[config.mk]
export PLATFORM = sky130hd
export DESIGN_NAME = reader_writer_lock_table_core
export DESIGN_NICKNAME = d
export VERILOG_FILES = /design/src/rwlt_pkg.sv /design/src/rwlt_ctrl.sv /design/src/rwlt_datapath.sv /design/src/reader_writer_lock_table_core.sv
export SDC_FILE = /design/constraint.sdc
export NUM_CORES = 1
export LEC_CHECK = 0
export BUFFER_PORTS_ARGS = -buffer_cell sky130_fd_sc_hd__buf_2
export CORE_MARGIN = 2
export CORE_UTILIZATION = 62
export CTS_CLUSTER_DIAMETER = 200
export DETAILED_ROUTE_END_ITERATION = 7
export HOLD_SLACK_MARGIN = 0.06
export PLACE_DENSITY = 0.79
export SYNTH_ARGS = -nofsm -noshare
export SYNTH_HDL_FRONTEND = slang
export SYNTH_SLANG_ARGS = --single-unit
[constraint.sdc]
create_clock -name clk -period 6.9 [get_ports clk]
set_clock_uncertainty 0.2 [all_clocks]
set_input_delay 0.69 -clock clk [delete_from_list [all_inputs] [get_ports clk]]
set_output_delay 0.69 -clock clk [all_outputs]
set_load 0.1 [all_outputs]
[src/rwlt_pkg.sv]
`timescale 1ns / 1ps
`default_nettype none

package rwlt_pkg;

  localparam int TABLE_SLOTS_DEF = 16;
  localparam int KEY_COUNT_DEF = 128;

  localparam int KEY_W = 7;
  localparam int CNT_W = 5;
  localparam int STATUS_W = 3;
  localparam int OP_W = 2;

  localparam logic [CNT_W-1:0] LIMIT_RESET = 5'd10;
  localparam logic [CNT_W-1:0] CNT_MAX = 5'd31;

  localparam logic [OP_W-1:0] OP_ACQ_READ = 2'd0;
  localparam logic [OP_W-1:0] OP_REL_READ = 2'd1;
  localparam logic [OP_W-1:0] OP_ACQ_WRITE = 2'd2;
  localparam logic [OP_W-1:0] OP_REL_WRITE = 2'd3;

  localparam logic [STATUS_W-1:0] ST_GRANTED = 3'd0;
  localparam logic [STATUS_W-1:0] ST_WAIT_FULL = 3'd1;
  localparam logic [STATUS_W-1:0] ST_WAIT_WRITER = 3'd2;
  localparam logic [STATUS_W-1:0] ST_WAIT_READER = 3'd3;
  localparam logic [STATUS_W-1:0] ST_RELEASED = 3'd4;
  localparam logic [STATUS_W-1:0] ST_LAST_READER = 3'd5;
  localparam logic [STATUS_W-1:0] ST_ERROR = 3'd6;

  typedef struct packed {
    logic capture;
    logic execute;
  } rwlt_cmd_t;

  typedef struct packed {
    logic out_free;
  } rwlt_stat_t;

endpackage

`default_nettype wire

[src/rwlt_ctrl.sv]
`timescale 1ns / 1ps
`default_nettype none

module rwlt_ctrl (
  input  wire logic               clk,
  input  wire logic               rst,
  input  wire logic               s_tvalid,
  output logic                    s_tready,
  input  wire rwlt_pkg::rwlt_stat_t stat,
  output rwlt_pkg::rwlt_cmd_t     cmd
);

  localparam logic ST_IDLE = 1'b0;
  localparam logic ST_EXEC = 1'b1;

  logic state;
  logic state_next;

  always_comb begin
    state_next = state;
    cmd = '0;
    s_tready = (state == ST_IDLE);
    unique case (state)
      ST_IDLE: begin
        if (s_tvalid) begin
          cmd.capture = 1'b1;
          state_next = ST_EXEC;
        end
      end
      ST_EXEC: begin
        if (stat.out_free) begin
          cmd.execute = 1'b1;
          state_next = ST_IDLE;
        end
      end
      default: begin
        state_next = ST_IDLE;
      end
    endcase
  end

  always_ff @(posedge clk) begin
    if (rst) begin
      state <= ST_IDLE;
    end else begin
      state <= state_next;
    end
  end

  a_capture_enters_exec: assert property (@(posedge clk) disable iff (rst)
    cmd.capture |=> (state == ST_EXEC))
    else $error("captured request did not enter execution");

  a_execute_needs_room: assert property (@(posedge clk) disable iff (rst)
    cmd.execute |-> stat.out_free)
    else $error("request executed while the output register was occupied");

endmodule

`default_nettype wire

[src/rwlt_datapath.sv]
`timescale 1ns / 1ps
`default_nettype none

module rwlt_datapath #(
  parameter int TABLE_SLOTS = rwlt_pkg::TABLE_SLOTS_DEF,
  parameter int KEY_COUNT = rwlt_pkg::KEY_COUNT_DEF
) (
  input  wire logic                            clk,
  input  wire logic                            rst,
  input  wire rwlt_pkg::rwlt_cmd_t             cmd,
  output rwlt_pkg::rwlt_stat_t                 stat,
  input  wire logic [rwlt_pkg::KEY_W-1:0]      req_key,
  input  wire logic [rwlt_pkg::OP_W-1:0]       req_op,
  input  wire logic                            holder_limit_we,
  input  wire logic [rwlt_pkg::CNT_W-1:0]      holder_limit_wdata,
  output logic                                 m_tvalid,
  input  wire logic                            m_tready,
  output logic [rwlt_pkg::STATUS_W-1:0]        res_status,
  output logic                                 res_wake_readers,
  output logic                                 res_wake_writers,
  output logic [rwlt_pkg::CNT_W-1:0]           res_holders_active
);

  localparam int SW = $clog2(TABLE_SLOTS);
  localparam int KW = rwlt_pkg::KEY_W;
  localparam int CW = rwlt_pkg::CNT_W;

  logic [rwlt_pkg::OP_W-1:0] op_q;
  logic [KW-1:0]             key_q;
  logic [CW-1:0]             holder_limit;
  logic [CW-1:0]             active_holders;
  logic [CW-1:0]             active_holders_next;

  logic [TABLE_SLOTS-1:0] slot_valid;
  logic [KW-1:0]          slot_key [TABLE_SLOTS];
  logic                   slot_is_write [TABLE_SLOTS];
  logic [CW-1:0]          slot_holders [TABLE_SLOTS];

  logic          rd_hit;
  logic [SW-1:0] rd_idx;
  logic          wr_hit;
  logic [SW-1:0] wr_idx;
  logic          free_hit;
  logic [SW-1:0] free_idx;

  logic          key_ok;
  logic          full;
  logic [CW-1:0] rd_holders;
  logic [CW-1:0] rd_holders_dec;

  logic          we;
  logic [SW-1:0] we_idx;
  logic          we_valid;
  logic          we_is_write;
  logic [CW-1:0] we_holders;
  logic [rwlt_pkg::STATUS_W-1:0] status_next;
  logic          wake_next;

  always_comb begin
    rd_hit = 1'b0;
    rd_idx = '0;
    wr_hit = 1'b0;
    wr_idx = '0;
    free_hit = 1'b0;
    free_idx = '0;
    for (int i = TABLE_SLOTS - 1; i >= 0; i--) begin
      if (slot_valid[i] && slot_key[i] == key_q && !slot_is_write[i]) begin
        rd_hit = 1'b1;
        rd_idx = SW'(i);
      end
      if (slot_valid[i] && slot_key[i] == key_q && slot_is_write[i]) begin
        wr_hit = 1'b1;
        wr_idx = SW'(i);
      end
      if (!slot_valid[i]) begin
        free_hit = 1'b1;
        free_idx = SW'(i);
      end
    end
  end

  assign key_ok = (32'(key_q) < KEY_COUNT);
  assign full = (active_holders >= holder_limit);
  assign rd_holders = slot_holders[rd_idx];
  assign rd_holders_dec = (rd_holders != '0) ? rd_holders - CW'(1) : '0;

  always_comb begin
    status_next = rwlt_pkg::ST_ERROR;
    wake_next = 1'b0;
    active_holders_next = active_holders;
    we = 1'b0;
    we_idx = free_idx;
    we_valid = 1'b1;
    we_is_write = 1'b0;
    we_holders = CW'(1);
    if (key_ok) begin
      unique case (op_q)
        rwlt_pkg::OP_ACQ_READ: begin
          if (full) begin
            status_next = rwlt_pkg::ST_WAIT_FULL;
          end else if (wr_hit) begin
            status_next = rwlt_pkg::ST_WAIT_WRITER;
          end else if (rd_hit) begin
            we = 1'b1;
            we_idx = rd_idx;
            we_holders = (rd_holders == rwlt_pkg::CNT_MAX) ? rd_holders
                                                           : rd_holders + CW'(1);
            status_next = rwlt_pkg::ST_GRANTED;
          end else if (!free_hit) begin
            status_next = rwlt_pkg::ST_WAIT_FULL;
          end else begin
            we = 1'b1;
            status_next = rwlt_pkg::ST_GRANTED;
          end
        end
        rwlt_pkg::OP_REL_READ: begin
          if (rd_hit) begin
            we = 1'b1;
            we_idx = rd_idx;
            we_holders = rd_holders_dec;
            we_valid = (rd_holders_dec != '0);
            status_next = (rd_holders_dec == '0) ? rwlt_pkg::ST_LAST_READER
                                                 : rwlt_pkg::ST_RELEASED;
            wake_next = 1'b1;
          end
        end
        rwlt_pkg::OP_ACQ_WRITE: begin
          we_is_write = 1'b1;
          if (full) begin
            status_next = rwlt_pkg::ST_WAIT_FULL;
          end else if (rd_hit) begin
            status_next = rwlt_pkg::ST_WAIT_READER;
          end else if (wr_hit) begin
            status_next = rwlt_pkg::ST_WAIT_WRITER;
          end else if (!free_hit) begin
            status_next = rwlt_pkg::ST_WAIT_FULL;
          end else begin
            we = 1'b1;
            status_next = rwlt_pkg::ST_GRANTED;
          end
        end
        rwlt_pkg::OP_REL_WRITE: begin
          we_is_write = 1'b1;
          if (wr_hit) begin
            we = 1'b1;
            we_idx = wr_idx;
            we_valid = 1'b0;
            status_next = rwlt_pkg::ST_RELEASED;
            wake_next = 1'b1;
          end
        end
        default: begin
          status_next = rwlt_pkg::ST_ERROR;
        end
      endcase
    end
    if (status_next == rwlt_pkg::ST_GRANTED && active_holders != rwlt_pkg::CNT_MAX) begin
      active_holders_next = active_holders + CW'(1);
    end else if (wake_next && active_holders != '0) begin
      active_holders_next = active_holders - CW'(1);
    end
  end

  assign stat.out_free = !m_tvalid || m_tready;

  always_ff @(posedge clk) begin
    if (cmd.capture) begin
      op_q <= req_op;
      key_q <= req_key;
    end
    if (cmd.execute && we) begin
      slot_key[we_idx] <= key_q;
      slot_is_write[we_idx] <= we_is_write;
      slot_holders[we_idx] <= we_holders;
    end
    if (cmd.execute) begin
      res_status <= status_next;
      res_wake_readers <= wake_next;
      res_wake_writers <= wake_next;
      res_holders_active <= active_holders_next;
    end
  end

  always_ff @(posedge clk) begin
    if (rst) begin
      slot_valid <= '0;
      active_holders <= '0;
      holder_limit <= rwlt_pkg::LIMIT_RESET;
      m_tvalid <= 1'b0;
    end else begin
      if (holder_limit_we) begin
        holder_limit <= holder_limit_wdata;
      end
      if (cmd.execute) begin
        active_holders <= active_holders_next;
        if (we) begin
          slot_valid[we_idx] <= we_valid;
        end
      end
      if (cmd.execute) begin
        m_tvalid <= 1'b1;
      end else if (m_tready) begin
        m_tvalid <= 1'b0;
      end
    end
  end

  a_execute_fills_output: assert property (@(posedge clk) disable iff (rst)
    cmd.execute |=> m_tvalid)
    else $error("executed request produced no result");

  a_grant_counts_up: assert property (@(posedge clk) disable iff (rst)
    (cmd.execute && status_next == rwlt_pkg::ST_GRANTED &&
     active_holders != rwlt_pkg::CNT_MAX)
    |=> (active_holders == $past(active_holders) + CW'(1)))
    else $error("grant did not raise the holder count");

  a_result_matches_count: assert property (@(posedge clk) disable iff (rst)
    cmd.execute |=> (res_holders_active == active_holders))
    else $error("reported holder count differs from the table count");

endmodule

`default_nettype wire

[src/reader_writer_lock_table_core.sv]
// Reader/writer lock table.
// Requests arrive on the s_ channel: s_tuser carries the opcode (acquire read,
// release read, acquire write, release write) and s_tdata carries the key.
// Each request produces exactly one response on the m_ channel with a status,
// the two wake flags and the active holder count after the request.
// A request is accepted while the block is idle, in the controller's capture
// step; its execute step, taken once the output register is free, registers
// the response in the output register together with the single table
// update. The next request can be accepted while a response waits in the
// output register. When the receiver stalls with a response still held, the
// block finishes capturing one more request and then holds it until the
// output register frees up. Reset clears every table entry, the holder count
// and the output register, and loads the holder limit with ten. The holder
// limit is written through holder_limit_we and holder_limit_wdata; the user
// must do so only while no request is in flight, as the block does not check.
`timescale 1ns / 1ps
`default_nettype none

module reader_writer_lock_table_core #(
  parameter int TABLE_SLOTS = rwlt_pkg::TABLE_SLOTS_DEF,
  parameter int KEY_COUNT = rwlt_pkg::KEY_COUNT_DEF
) (
  input  wire logic        clk,
  input  wire logic        rst,
  input  wire logic        s_tvalid,
  output logic             s_tready,
  // lock_key[6:0], zero[7]
  input  wire logic [7:0]  s_tdata,
  // opcode[1:0]
  input  wire logic [1:0]  s_tuser,
  output logic             m_tvalid,
  input  wire logic        m_tready,
  // status[2:0], wake_readers[3], wake_writers[4], holders_active[9:5], zero[15:10]
  output logic [15:0]      m_tdata,
  input  wire logic        holder_limit_we,
  input  wire logic [4:0]  holder_limit_wdata
);

  rwlt_pkg::rwlt_cmd_t  cmd;
  rwlt_pkg::rwlt_stat_t stat;

  logic [rwlt_pkg::STATUS_W-1:0] res_status;
  logic                          res_wake_readers;
  logic                          res_wake_writers;
  logic [rwlt_pkg::CNT_W-1:0]    res_holders_active;

  rwlt_ctrl u_ctrl (
    .clk      (clk),
    .rst      (rst),
    .s_tvalid (s_tvalid),
    .s_tready (s_tready),
    .stat     (stat),
    .cmd      (cmd)
  );

  rwlt_datapath #(
    .TABLE_SLOTS (TABLE_SLOTS),
    .KEY_COUNT   (KEY_COUNT)
  ) u_datapath (
    .clk                (clk),
    .rst                (rst),
    .cmd                (cmd),
    .stat               (stat),
    .req_key            (s_tdata[6:0]),
    .req_op             (s_tuser),
    .holder_limit_we    (holder_limit_we),
    .holder_limit_wdata (holder_limit_wdata),
    .m_tvalid           (m_tvalid),
    .m_tready           (m_tready),
    .res_status         (res_status),
    .res_wake_readers   (res_wake_readers),
    .res_wake_writers   (res_wake_writers),
    .res_holders_active (res_holders_active)
  );

  assign m_tdata = {6'b0, res_holders_active, res_wake_writers, res_wake_readers, res_status};

endmodule

`default_nettype wire
==> impl_metrics.yaml, run 1 <==
run_status:
  status: "completed"
logic_synthesis:
  synth_area_um2: 12400
  synthAdderAreaFrac: 0.0111
  synth_top_flop_cell: "edfxtp_1"
  synth_edf_count: 226
  seq_area_frac_synth: 0.593
  synth_top_family_by_area: "simple AND/OR/NAND/NOR gates"
  yosys-mux-area-fraction: 0.0376
  synth_simple_gate_area_frac: 0.158
  synth_compound_area_frac: 0.0833
  synth.avg_cell_area_um2: 12.6
  syn_inst: 984
  synth_warnings: 0
  synth-seq-cells: 254
  synth_cell_types: 90
  synthXorXnorAreaFrac: 0.0805
  synthArstFlopShare: 0
timing:
  fin_crit_sh: 0.887
  grt_setup_unrepaired: "false"
  slew_viol_final: 0
  fin_hold_ws_ns: 0.131
  slew_headroom: 0.152
  setup-tns-final_ns: 0
  setup_viol: 0
  worst_slew_pin_slew_ns: 1.26
  period_needed_ns: 6.12
  max_clock_freq_ghz: 0.163
  fin_ws_ns: 0.778
  hold_viol_final: 0
drt:
  drtAntennaViolNets: 0
  wl_per_cell_um: 20.1
  vias_per_cell: 6.18
  first_pass_iters: 5
  dr_total_vias: 8216
  first_iter_violations: 667
  postRouteWirelength_um: 26700
  drc_errors: 0
placement:
  dp_cells: 1283
  port_buffers: 30
  gp_congestion: 0.902
  dp_slack_ns: 0.869
  hpwl_um: 18000
cts:
  clk_pin_slew_ns: 0.06
  insertion_delay_ns: 0.53
  post_cts_buffers: 0
  htreeDepth: 1
  cts_tree: "built"
  cts.sinks: 254
  postCtsHoldBufs: 0
  clockRootBuffer: "clkbuf_16"
  cts_buffers: 26
  cts_resized: 0
  cts_buffer_depth: 3
setup_path:
  crit_required_ns: 6.90
  crit_type: "reg2reg"
  cp.buffers_inverters: 3
  startpoint_type: "flip-flop"
  slowest_stage: "a21oi_1"
  max_stage_delay_ns: 0.76
  crit_arrival_ns: 6.12
  path_cells: "buf_4 > buf_4 > xor2_1 > nor4_1 > and3_1 > nor4_1 > o31ai_1 > and2_1 > a21oi_1 > a221oi_1 > a31oi_1 > mux2_2 > inv_1 > ha_1 > or3b_1 > nor2_2 > xnor2_1 > a21oi_1"
  crit_fanout: 16
  cp_top_family: "simple AND/OR/NAND/NOR gates"
  cp-end-kind: "flip-flop"
final_layout:
  final_cell_count_no_fill: 1330
  finalNetCount: 1077
  fillCellCount: 1341
  utilization: 0.711
  layout-drive-gt1-share: 0.147
  num_antenna_cells: 0
  areaGrowthSynthToFinish_pct: 11.9
power_and_ir_drop:
  ir_drop_mv: 0.249
  power.density_nw_per_um2: 243
  power.leakage_uw: 0.00466
  combPwrFrac: 0.070
  p_int_uw: 2620
  swShare: 0.223
  clkPwrFrac: 0.425
  p_seq_frac: 0.505
  p_sw_uw: 752
hold_path:
  worstHoldPathType: "in2reg"
floorplan:
  ios: 38
  die_w_um: 145
  start_util: 0.635
  fp-row-count: 51
  die_h_um: 145
  dieArea_um2: 21100
  core_um2: 19500
global_route:
  grt_pass1_wl_um: 42500
  antenna_found_initial: 0
  grt_pass1_vias: 7993
  grt-ovfl-total: 0
  grt.total_usage: 0.252
  grt_max_degree: 33
run:
  drv_cap: 0
-- synthesized netlist by cell type, drive strengths merged, types with 6 or more instances --
| master | n | area [um^2] |
|---|---|---|
| or3 | 12 | 76.3 |
| nor3 | 24 | 131 |
| nor4 | 25 | 199 |
| and3 | 10 | 62.6 |
| nor2 | 51 | 194 |
| o211ai | 8 | 70.1 |
| nand4 | 34 | 213 |
| a211oi | 6 | 62.6 |
| nand3 | 26 | 135 |
| nand2b | 16 | 100 |
| buf | 33 | 300 |
| a21boi | 9 | 67.6 |
| dfxtp | 28 | 561 |
| edfxtp | 226 | 6790 |
| clkbuf | 12 | 45.0 |
| nand2 | 67 | 254 |
| a22oi | 6 | 45.0 |
| nand3b | 13 | 97.6 |
| o21ai | 39 | 210 |
| mux2i | 41 | 410 |
| xnor2 | 67 | 587 |
| and4 | 8 | 72.6 |
| a21oi | 24 | 120 |
| and2 | 16 | 103 |
| xor2 | 47 | 412 |
| ha | 11 | 138 |
| inv | 28 | 105 |
| a21o | 6 | 45.0 |
| nor3b | 10 | 75.1 |
| and4b | 7 | 70.1 |
-- per-stage QoR --
step	total power, uW	cell area [um^2]
final	3370	13900
after global routing	3470	13900
after CTS	3380	13900
after detailed placement	1970	13000
after global placement	1960	13000
after floorplan	1920	12400
-- logic make-up (layout without fill, tap and decap cells) --
group	count (synthesis)	count (layout)
mux	45	45
buf+inv	73	149
other cells	1	6
compound gates	145	145
simple gates	341	341
fa+ha+maj	11	11
flops	254	254
xor+xnor	114	114
-- path summary, 6_finish.rpt --
kind / from / to / slack, ns / cells past startpoint
max: u_datapath.key_q[0] / u_datapath.slot_holders[13][0] / 0.78 / 18
min: s_tuser[1] / u_datapath.op_q[1] / 0.13 / 1
max reg2reg: u_datapath.key_q[0] / u_datapath.slot_holders[13][0] / 0.78 / 18
min reg2reg: u_datapath.holder_limit[2] / u_datapath.holder_limit[2] / 0.30 / 2
-- power by group through the flow --
stage | combinational, uW | clock, uW | sequential (uW)
2_1_floorplan | 158 | 0 | 1760
3_3_place_gp | 228 | 0 | 1740
4_1_cts | 236 | 1440 | 1700
3_5_place_dp | 234 | 0 | 1740
5_1_grt | 257 | 1510 | 1710
6_report | 235 | 1440 | 1700
-- per-layer routing --
layer  global-route usage  vias up  share of wire
li1                     -     3826              -
met1                0.345     3977           0.42
met2                0.416      333           0.48
met3               0.0354       80          0.068
met4               0.0936        0          0.035
met5                    0        -              0
-- sequential cells by signal, summed over array words and instances, names as in the netlist --
register / cells
u_ctrl.state: 1
u_datapath.active_holders: 5
u_datapath.holder_limit: 5
u_datapath.key_q: 7
u_datapath.m_tvalid: 1
u_datapath.op_q: 2
u_datapath.res_holders_active: 5
u_datapath.res_status: 3
u_datapath.res_wake_readers: 1
u_datapath.slot_holders: 80
u_datapath.slot_is_write: 16
u_datapath.slot_key: 112
u_datapath.slot_valid: 16
-- layout make-up --
type	instances	area, um^2	area share
tap	265	332	0.0239
clock buffer	33	698	0.0503
multi-input combinational	662	4690	0.338
clock inverter	14	175	0.0126
sequential	254	7350	0.529
inverter	28	105	0.00757
timing repair buffer	74	531	0.0382
-- cell usage in the layout, fill, tap and decap left out, types with 9 or more instances in the layout --
master and count:
and2_1 15, nand3_1 25, mux2i_1 41, dfxtp_1 28, a21boi_0 9, nor2_1 50, nor3_1 17, buf_2 30
xor2_1 47, a21oi_1 24, clkbuf_16 27, o21ai_0 27, nand3b_1 13, and3_1 10, nand4_1 34, o21ai_1 10
ha_1 11, or3_1 11, nand2_1 66, edfxtp_1 226, inv_1 28, xnor2_1 67, nand2b_1 16, nor4_1 19
buf_4 40
-- worst reg2reg max path, stage by stage, from the launching register on --
cell and delay, ns:
edfxtp_1 0.69, buf_4 0.30, buf_4 0.16, xor2_1 0.17
nor4_1 0.36, and3_1 0.26, nor4_1 0.08, o31ai_1 0.45
and2_1 0.52, a21oi_1 0.08, a221oi_1 0.28, a31oi_1 0.10
mux2_2 0.37, inv_1 0.11, ha_1 0.19, or3b_1 0.40
nor2_2 0.20, xnor2_1 0.09, a21oi_1 0.76
Power figures use the tool's default switching activity.
==> inputs of run 2 (changes only) <==
--- a/config.mk
+++ b/config.mk
@@ -5,6 +5,7 @@
 export SDC_FILE = /design/constraint.sdc
 export NUM_CORES = 1
 export LEC_CHECK = 0
+export ABC_AREA = 1
 export BUFFER_PORTS_ARGS = -buffer_cell sky130_fd_sc_hd__buf_2
 export CORE_MARGIN = 2
 export CORE_UTILIZATION = 62
==> run 2 against run 1 <==
Against the previous run: combinational power down 20%; utilization down 1.1 points; final cell count up 20%; sequential cell count unchanged; setup slack better by 0.31 ns; fmax up 5.3%; first-iteration DRC count up 33%; wire length up 5.7%; non-clock buffer count down 8; hold slack better by 0.0035 ns; critical path depth up 1; sequential share of layout area up 0.85 points.
==> impl_metrics.yaml, run 2 <==
placement:
  dp_slack_ns: 1.30
  gp_congestion: 0.915
  hpwl_um: 18400
  port_buffers: 30
  dp_cells: 1553
logic_synthesis:
  synth.largest_area_cell: "edfxtp_1"
  synth_top_area_share: 0.548
  synth_warnings: 0
  syn_inst: 1263
  synth_cell_types: 60
  synthAdderAreaFrac: 0.0111
  synth.avg_cell_area_um2: 9.81
  synthTopCellsByCount: "nand2_1, edfxtp_1, inv_1"
  synth-seq-cells: 254
  synth.most_common_cell: "nand2_1"
  synth_area_um2: 12400
  synthArstFlopShare: 0
  synth_top_family_by_area: "simple AND/OR/NAND/NOR gates"
  synth_simple_gate_area_frac: 0.213
  synth_compound_area_frac: 0.0731
  synth_top_flop_cell: "edfxtp_1"
  yosys-mux-area-fraction: 0
  seq_area_frac_synth: 0.593
  synth_edf_count: 226
  synthXorXnorAreaFrac: 0.0325
  synth_area_leaders: "edfxtp_1, nand2_1, inv_1, dfxtp_1, nand3_1"
floorplan:
  dieArea_um2: 21100
  fp-row-count: 51
  start_util: 0.634
  ios: 38
  core_um2: 19500
  die_h_um: 145
  die_w_um: 145
global_route:
  grt-ovfl-total: 0
  grt.total_usage: 0.269
  grt_max_degree: 47
  antenna_found_initial: 0
  grt_pass1_wl_um: 45400
  grt_pass1_vias: 9154
cts:
  cts_buffers: 26
  cts_resized: 0
  clockRootBuffer: "clkbuf_16"
  insertion_delay_ns: 0.53
  cts_tree: "built"
  htreeDepth: 1
  cts.sinks: 254
  postCtsHoldBufs: 0
  clk_pin_slew_ns: 0.06
  post_cts_buffers: 0
  cts_buffer_depth: 3
run:
  drv_cap: 0
final_layout:
  final_cell_count_no_fill: 1601
  final_common_cell: "nand2_1"
  final_cell_mix: "nand2_1, edfxtp_1, inv_1, nor2_1, nand3_1"
  num_antenna_cells: 0
  areaGrowthSynthToFinish_pct: 10.3
  largest_register_ffs: 112
  reg_top3: "u_datapath.slot_key x112, u_datapath.slot_holders x80"
  layout-drive-gt1-share: 0.105
  finalNetCount: 1347
  regMostFlops: "u_datapath.slot_key"
timing:
  hold_viol_final: 0
  slew_viol_final: 0
  grt_setup_unrepaired: "false"
  max_clock_freq_ghz: 0.172
  fin_ws_ns: 1.09
  slew_headroom: 0.0684
  fin_crit_sh: 0.843
  setup_viol: 0
  setup-tns-final_ns: 0
  worst_slew_pin_slew_ns: 1.40
  period_needed_ns: 5.81
setup_path:
  startpoint_type: "flip-flop"
  crit_arrival_ns: 5.74
  crit_type: "reg2reg"
  crit_required_ns: 6.82
  cp-end-kind: "flip-flop"
  crit_fanout: 16
hold_path:
  worstHoldPathType: "in2reg"
drt:
  postRouteWirelength_um: 28200
  drtAntennaViolNets: 0
  first_pass_iters: 5
  vias_per_cell: 5.78
  first_iter_violations: 890
  wl_per_cell_um: 17.6
  dr_total_vias: 9251
  drc_errors: 0
power_and_ir_drop:
  power.leakage_uw: 0.00557
  ir_drop_mv: 0.225
  power_uw: 3230
  power.density_nw_per_um2: 237
run_status:
  status: "completed"
## run 2: critical path: stages, from the launching register on
cell and delay (ns):
edfxtp_1 0.84, buf_4 0.32, xnor2_1 0.14, o211ai_1 0.10, nor2_1 0.12, nand2_1 0.07, a2111oi_2 0.40, nand2_1 0.19
nand2_1 0.14, nor2_1 0.06, nand2_1 0.48, inv_2 0.25, nand3_1 0.18, nand3_1 0.12, nand2_2 0.14, ha_1 0.19
nand3_1 0.10, nor2_1 0.21, nor2_1 0.07, o22ai_1 1.06
## run 2: final timing paths
| check | slack (ns) | endpoint | cells after the start | start |
|---|---|---|---|---|
| setup / recovery | 1.09 | u_datapath.slot_holders[11][1] | 19 | u_datapath.key_q[4] |
| hold / removal | 0.13 | u_datapath.key_q[4] | 1 | s_tdata[4] |
| setup reg to reg | 1.09 | u_datapath.slot_holders[11][1] | 19 | u_datapath.key_q[4] |
| hold reg to reg | 0.27 | u_datapath.holder_limit[1] | 2 | u_datapath.holder_limit[1] |
## run 2: logic make-up (layout without fill, tap and decap cells)
group / Yosys count / count (layout)
AOI/OAI and AO/OA: 152 / 152
xor gates and xnor gates: 46 / 46
adders and majority gates: 11 / 11
buffers and inverters: 217 / 285
DFF: 254 / 254
other: 1 / 6
and+or+nand+nor: 582 / 582
## run 2: through the flow
| step | utilization | hold slack, ns | instance area [um^2] |
|---|---|---|---|
| final | 0.700 | 0.134 | 13700 |
| after global routing | 0.700 | 0.120 | 13700 |
| after CTS | 0.700 | 0.124 | 13700 |
| after detailed placement | 0.658 | 0.265 | 12800 |
| after global placement | 0.658 | 0.262 | 12800 |
| after floorplan | - | 0.233 | 12400 |
## run 2: final cells by class
cell class              instances  area (um^2)
repair buffers                 66          420
clock inverters                14          113
inverters                     171          643
well taps                     265          332
fillers                      1395         5870
multi-input cells             797         4100
flip-flops and latches        254         7350
clock buffers                  34          702
## run 2: per-layer routing
layer / routed length, um / track usage / vias up
met5: 0 / 0 / -
met4: 906 / 0.0971 / 0
met3: 2020 / 0.0426 / 82
met2: 14000 / 0.469 / 394
met1: 11300 / 0.344 / 4394
li1: - / - / 4381
## run 2: power by group
group          total (uW)  switching (uW)  leakage [uW]  internal (uW)
Clock                1350             558      0.000402            787
Sequential           1700            14.4       0.00236           1680
Combinational         188             142       0.00280           46.1
Total                3230             715       0.00557           2520
